### src/jtts_pkg.sv
`timescale 1ns / 1ps
// ----------------------------------------------------------------------------
// jtts_pkg
// Shared types and constants of the joint trajectory time scaling unit.
// ----------------------------------------------------------------------------
package jtts_pkg;

    localparam int ANGLE_W    = 16;
    localparam int IDX_W      = 6;
    localparam int MS_W       = 16;
    localparam int VEL_W      = 24;
    localparam int DUR_W      = 16;
    localparam int PC_W       = 7;
    localparam int CFG_IDX_W  = 2;
    localparam int CFG_DATA_W = 16;

    // polynomial term widths (d <= 63)
    localparam int PNUM_W = 30;
    localparam int VNUM_W = 25;
    localparam int VDEN_W = 24;

    // divider sizing
    localparam int QUO_W      = (ANGLE_W > 24) ? ANGLE_W : 24;
    localparam int POS_NUM_W  = ANGLE_W + PNUM_W;
    localparam int POS_DEN_W  = PNUM_W;
    localparam int VEL_NUM_W  = ANGLE_W + VNUM_W + 10;
    localparam int VEL_DEN_W  = VDEN_W + DUR_W;
    localparam int VEL_CMP_W  = VEL_DEN_W + 24;
    localparam int ET_NUM_W   = QUO_W + IDX_W;
    localparam int ET_DEN_W   = IDX_W;

    localparam logic [9:0]       MS_PER_S    = 10'd1000;
    localparam logic [QUO_W:0]   VEL_SAT     = (QUO_W + 1)'(24'h800000);
    localparam logic [VEL_W-1:0] VEL_POS_MAX = 24'h7FFFFF;
    localparam logic [DUR_W-1:0] DUR_RESET   = 16'd1000;
    localparam logic [PC_W-1:0]  PC_RESET    = 7'd64;

    typedef enum logic [CFG_IDX_W-1:0] {
        CFG_DURATION = 2'd0,
        CFG_POINTS   = 2'd1,
        CFG_PROFILE  = 2'd2
    } cfg_reg_t;

    typedef struct packed {
        logic signed [ANGLE_W-1:0] start_angle;
        logic signed [ANGLE_W-1:0] end_angle;
    } traj_req_t;

    typedef struct packed {
        logic [IDX_W-1:0]          sample_index;
        logic [MS_W-1:0]           elapsed_ms;
        logic signed [ANGLE_W-1:0] angle;
        logic signed [VEL_W-1:0]   velocity;
        logic                      last;
    } traj_sample_t;

    // one sample on its way from the sequencer into the arithmetic
    typedef struct packed {
        logic                      valid;
        logic [IDX_W-1:0]          idx;
        logic [IDX_W-1:0]          d;
        logic                      last;
        logic signed [ANGLE_W-1:0] start_angle;
        logic [ANGLE_W-1:0]        mag;
        logic                      neg;
    } seq_item_t;

    // what rides beside the dividers
    typedef struct packed {
        logic                      valid;
        logic [IDX_W-1:0]          idx;
        logic                      last;
        logic signed [ANGLE_W-1:0] start_angle;
        logic                      neg;
        logic                      vel_ovf;
    } side_t;

endpackage

### src/jtts_seq.sv
`timescale 1ns / 1ps
// ----------------------------------------------------------------------------
// jtts_seq
// Takes a request and issues its sample indices, one per cycle.
// ----------------------------------------------------------------------------
module jtts_seq
    import jtts_pkg::*;
#(
    parameter int MAX_POINTS = 64
)
(
    input  logic              clk,
    input  logic              rst_n,
    input  logic              start,
    output logic              busy,
    input  traj_req_t         request,
    input  logic [PC_W-1:0]   point_count,
    output seq_item_t         item
);

    logic                      active_reg;
    logic [IDX_W-1:0]          idx_reg;
    logic [IDX_W-1:0]          d_reg;
    logic signed [ANGLE_W-1:0] start_reg;
    logic [ANGLE_W-1:0]        mag_reg;
    logic                      neg_reg;

    logic                      accept;
    logic                      at_last;
    logic [PC_W-1:0]           n_clamp;
    logic signed [ANGLE_W:0]   delta;

    assign at_last = (idx_reg == d_reg);
    assign busy    = active_reg && !at_last;
    assign accept  = start && !busy;
    assign delta   = (ANGLE_W + 1)'(request.end_angle) - (ANGLE_W + 1)'(request.start_angle);

    always_comb
    begin
        if (point_count < PC_W'(2))
        begin
            n_clamp = PC_W'(2);
        end
        else if (point_count > PC_W'(MAX_POINTS))
        begin
            n_clamp = PC_W'(MAX_POINTS);
        end
        else
        begin
            n_clamp = point_count;
        end
    end

    always_ff @(posedge clk or negedge rst_n)
    begin
        if (!rst_n)
        begin
            active_reg <= 1'b0;
            idx_reg    <= '0;
            d_reg      <= '0;
        end
        else if (accept)
        begin
            active_reg <= 1'b1;
            idx_reg    <= '0;
            d_reg      <= IDX_W'(n_clamp - PC_W'(1));
        end
        else if (active_reg)
        begin
            if (at_last)
            begin
                active_reg <= 1'b0;
            end
            idx_reg <= idx_reg + IDX_W'(1);
        end
    end

    always_ff @(posedge clk)
    begin
        if (accept)
        begin
            start_reg <= request.start_angle;
            neg_reg   <= delta[ANGLE_W];
            mag_reg   <= delta[ANGLE_W] ? ANGLE_W'(-delta) : ANGLE_W'(delta);
        end
    end

    always_comb
    begin
        item.valid       = active_reg;
        item.idx         = idx_reg;
        item.d           = d_reg;
        item.last        = at_last;
        item.start_angle = start_reg;
        item.mag         = mag_reg;
        item.neg         = neg_reg;
    end

endmodule

### config.mk
export PLATFORM = sky130hd
export DESIGN_NAME = jtts_seq
export DESIGN_NICKNAME = d
export VERILOG_FILES = /design/src/jtts_pkg.sv /design/src/jtts_seq.sv
export SDC_FILE = /design/constraint.sdc
export NUM_CORES = 1
export LEC_CHECK = 0
export BUFFER_PORTS_ARGS = -buffer_cell sky130_fd_sc_hd__buf_4
export CAP_MARGIN = 0
export CORE_MARGIN = 8
export CORE_UTILIZATION = 55
export DETAILED_ROUTE_END_ITERATION = 10
export GPL_ROUTABILITY_DRIVEN = 0
export HOLD_SLACK_MARGIN = 0.06
export PLACE_DENSITY = 0.85
export REMOVE_ABC_BUFFERS = 1
export SYNTH_ARGS = -nofsm -noshare
export SYNTH_HDL_FRONTEND = slang
export SYNTH_SLANG_ARGS = --single-unit
### constraint.sdc
create_clock -name clk -period 5 [get_ports clk]
set_clock_uncertainty 0.15 [all_clocks]
set_input_delay 0 -clock clk [delete_from_list [all_inputs] [get_ports clk]]
set_output_delay 0 -clock clk [all_outputs]
set_load 0.05 [all_outputs]
Word level (Yosys, flattened, before mapping)
Index checks and enable logic that the tools add are counted.

Reductions and logical operators: 5. Add/sub/neg operators: 4. Eq/ne operators: 1. Mux-type cells: 8. Magnitude comparators: 2.

Operators by type and width (count): 2-to-1 mux 6 bit (4); subtractor 16 x 16 -> 17 bit (1); 2-to-1 mux 16 bit (1); negator 16 bit (1); greater-than comparator 7 bit (second input constant) (1); less-than comparator 7 x 2 -> 1 bit (second input constant) (1); adder 6 x 1 -> 6 bit (second input constant) (1); equality test 6 bit (1); subtractor 6 x 1 -> 6 bit (second input constant) (1); 2-to-1 mux 1 bit (3); logical AND 1 bit (2); logical NOT 1 bit (2); nonzero test 2 bit (1).

Bits of input ports: 42. Word-level logic and storage cells: 26. Register bits after elaboration: 46.

Depth between registers and ports, before layout
Depth in word-level cells: 6. Gate-level depth with buffers: 13. Mapped depth without buffers: 13.

Worst setup path before layout
OpenSTA, ideal clock, no wires.

Kind: register -> register. Start: reg idx_reg[2]. End: reg d_reg[0]. Clock period less this slack: 2.929 ns. Cell stages (with the launch flop): 8. Buffers on the path: 0. Setup slack: 2.071 ns. Required time: 4.722 ns. Arrival time: 2.651 ns. Path through: dfrtp_1 > xnor2_1 > nand4_1 > nor3_1 > nand2b_1 > nand2_1 > clkinv_1 > mux2_2.

Word-level cells in the longest chain between the ends: 5.

Ends and longest elaborated chain: from (decl) (RTL line jtts_seq.sv:22) `logic [IDX_W-1:0] idx_reg;`; from (signal assigned) (RTL line jtts_seq.sv:74) `idx_reg <= idx_reg + IDX_W'(1);`; equality test 6 bit (RTL line jtts_seq.sv:33) `assign at_last = (idx_reg == d_reg);`; via at_last (RTL line jtts_seq.sv:29) `logic at_last;`; logical NOT 1 bit (RTL line jtts_seq.sv:34) `assign busy = active_reg && !at_last;`; logical AND 1 bit (RTL line jtts_seq.sv:34); logical NOT 1 bit (RTL line jtts_seq.sv:35) `assign accept = start && !busy;`; logical AND 1 bit (RTL line jtts_seq.sv:35); via accept (RTL line jtts_seq.sv:28) `logic accept;`; to (signal assigned) (RTL line jtts_seq.sv:66) `d_reg <= IDX_W'(n_clamp - PC_W'(1));`; to (decl) (RTL line jtts_seq.sv:23) `logic [IDX_W-1:0] d_reg;`.

The timed path passes the listed nets, and every way through them passes these cells. A chain may end at the register's enable or synchronous reset.

Worst setup path after layout
Start: in request[16] (netlist name). End: reg mag_reg[15], data pin.

Word-level cells in the longest chain between the ends: 3.

Ends and longest elaborated chain: from (decl) (RTL line jtts_seq.sv:16) `input traj_req_t request,`; subtractor 16 x 16 -> 17 bit (*) (RTL line jtts_seq.sv:36) `assign delta = (ANGLE_W + 1)'(request.end_angle) - (ANGLE_W + 1)'(request.start_angle);`; negator 16 bit (RTL line jtts_seq.sv:84) `mag_reg <= delta[ANGLE_W] ? ANGLE_W'(-delta) : ANGLE_W'(delta);`; 2-to-1 mux 16 bit (*) (RTL line jtts_seq.sv:84); to (signal assigned) (RTL line jtts_seq.sv:84); to (decl) (RTL line jtts_seq.sv:25) `logic [ANGLE_W-1:0] mag_reg;`.

Mark *: on every way between the ends. The rest lies on a longest branch, timed or not.

==> flow_metrics.tcl <==
set metrics [dict create \
    die_area_um2 7890 \
    synthToLayoutAreaGrowth_pct 37.7 \
    drive_above_1_share 0.276 \
    ys_async_sr_fraction 0.283 \
    wl_per_cell_um 15.5 \
    crit_path_max_incr_delay_ps 530 \
    synth_top_cells_by_area "edfxtp_1, dfrtp_1, ha_1, xnor2_1, xor2_1" \
    htreeDepth 2 \
    ys_types 53 \
    start_util 0.571 \
    cts_inserted_buffers 5 \
    tightestPinTransition_ps 602 \
    core_area_um2 5110 \
    yosys_warnings 0 \
    drt_iter0_drc 134 \
    clk_latency_ps 290 \
    routed_wl_mm 7.23 \
    grt_first_pass_wirelength_mm 11.7 \
    finalSetupViolations 0 \
    die_h_um 88.8 \
    syn_area_um2 2920 \
    cts_tree "done" \
    path_cells "dlygate4sd3_1, buf_4, ha_1, fa_1, nand2b_1, a211oi_4, o2111ai_1, a211oi_1, a21oi_1, nand4_1, o21a_1, nor3_2, xor2_1" \
    yosysTopAreaCellShare 0.340 \
    power_density_nw_per_um2 342 \
    post_cts_buffers 0 \
    wl_met1_mm 2.87 \
    die_x_um 88.8 \
    startpoint "request[16]" \
    gr-total-overflow 0 \
    synth-edff-count 33 \
    grt_usage 0.188 \
    top_layer "met4" \
    p_leak_nw 1.75 \
    antenna_found_initial 0 \
    rsz0062_at_grt "false" \
    drv_slew 0 \
    ir_drop_mv 0.284 \
    num_vias 2505 \
    clock-root-buffer "clkbuf_8" \
    final_cell_mix "buf_4, edfxtp_1, dlygate4sd3_1" \
    avgSynthCellArea_um2 10.5 \
    route.detailed.drc 0 \
    drv_cap 0 \
    critPathMaxFanout 6 \
    clkSinkCount 46 \
    holdCritStartpoint "request[0]" \
    min_period_over_period 0.653 \
    dpl.hpwl_mm 5.37 \
    ant_nets 0 \
    startpoint_type "primary input" \
    endpoint_kind "register" \
    ys.flop_type "edfxtp_1" \
    rows 26 \
    seq_area_frac_synth 0.451 \
    finalPower_mw 1.37 \
    syn_inst 277 \
    grt_start_max_net_pins 30 \
    fmax_ghz 0.306 \
    worst_slack_ps 1740 \
    dp_slack_ps 2010 \
    final_common_cell "buf_4" \
    grt_pass1_vias 2523 \
    vias_per_cell 5.35 \
    io_pins 90 \
    wl_met3_um 673 \
    required_ps 4900 \
    clockBufferDepth 2 \
    status "finished clean" \
    hold_path.class "in -> reg" \
    finalHoldViolations 0 \
    critical-path-slowest-cell "dlygate4sd3_1" \
    cts_hold_buf 27 \
    wl_met2_mm 3.60 \
    fin_util 0.786 \
    fillerInstances 338 \
    min_period_ps 3260 \
    worstPathArrival_ps 3160 \
    antenna_cells 0 \
    dr.pass1.iters 4 \
    setup_tns_ps 0 \
    yosysTopAreaCell "edfxtp_1" \
    num-nets-final 459 \
    synth_seq_cells 46 \
    crit_type "in -> reg" \
    holdWs_ps 86.5 \
    clk_pin_slew_ps 90 \
    slew_headroom 0.597 \
    reg2reg_from "idx_reg[2]" \
    cts_resized 0 \
    numPortBuffers 89 \
]
-- metal layers --
metal,GRT usage,up-vias
li1,-,1242
met1,0.218,1171
met5,0,-
met2,0.332,84
met4,0.0476,0
met3,0.0501,8
-- final timing paths --
path	endpoint	cells after the start	slack, ps
max	mag_reg[15]	13	1740
min	mag_reg[0]	4	90
max reg2reg	d_reg[3]	8	2090
min reg2reg	d_reg[1]	2	400
max in group asynchronous	idx_reg[4]	3	3670
min in group asynchronous	d_reg[5]	3	650
-- cells by family (layout without fill, tap and decap cells) --
kind of cell,Yosys count,count (layout),share of synthesized area
and+or+nand+nor,80,80,0.140
AOI/OAI and AO/OA,68,68,0.170
DFF,46,46,0.451
xor gates and xnor gates,34,34,0.105
buffers and inverters,27,148,0.0386
adders and majority gates,20,20,0.0883
muxes,2,2,0.00772
-- final cells by class --
class | count | area, um^2 | area share
multi-input combinational | 204 | 1490 | 0.371
sequential | 46 | 1320 | 0.328
timing repair buffer | 117 | 946 | 0.236
tap | 70 | 87.6 | 0.0218
clock buffer | 7 | 86.3 | 0.0215
inverter | 23 | 86.3 | 0.0215
clock inverter | 1 | 5.00 | 0.00125
-- report_power, final --
part	leakage, nW	switching (mW)	internal, mW
registers	0.456	0.0496	0.476
clock network	0.0482	0.127	0.112
logic	1.25	0.380	0.228
total	1.75	0.556	0.816
-- metrics by stage --
step / cells / instance area [um^2]
floorplan: 273 / 2890
global placement: 433 / 3650
detailed placement: 433 / 3650
CTS: 468 / 4020
global route: 468 / 4020
finish: 468 / 4020
-- critical path, delay by kind of cell --
kind            cells  cell delay, ps
compound gates      5            1290
simple gates        3             430
xor+xnor            1             160
fa+ha+maj           2             620
buf+inv             2             670
-- synthesized netlist by cell type, types with 2 or more instances --
| cell type | number |
|---|---|
| edfxtp_1 | 33 |
| nand4_1 | 5 |
| dfrtp_1 | 13 |
| xnor2_1 | 18 |
| o21bai_1 | 3 |
| inv_1 | 21 |
| a211oi_1 | 3 |
| a21o_1 | 6 |
| o31ai_1 | 2 |
| buf_4 | 3 |
| o22ai_2 | 2 |
| nor3_1 | 4 |
| xor2_1 | 15 |
| or3_1 | 4 |
| a211oi_4 | 2 |
| nand2b_1 | 5 |
| a31oi_1 | 2 |
| nor2b_1 | 3 |
| nor2_1 | 19 |
| mux2_2 | 2 |
| a21oi_1 | 14 |
| and2_1 | 3 |
| o2111ai_1 | 4 |
| o21a_1 | 8 |
| a21boi_0 | 2 |
| o21ai_0 | 11 |
| ha_1 | 19 |
| nand2_1 | 21 |
| nand3_1 | 6 |
Power figures use the tool's default switching activity.
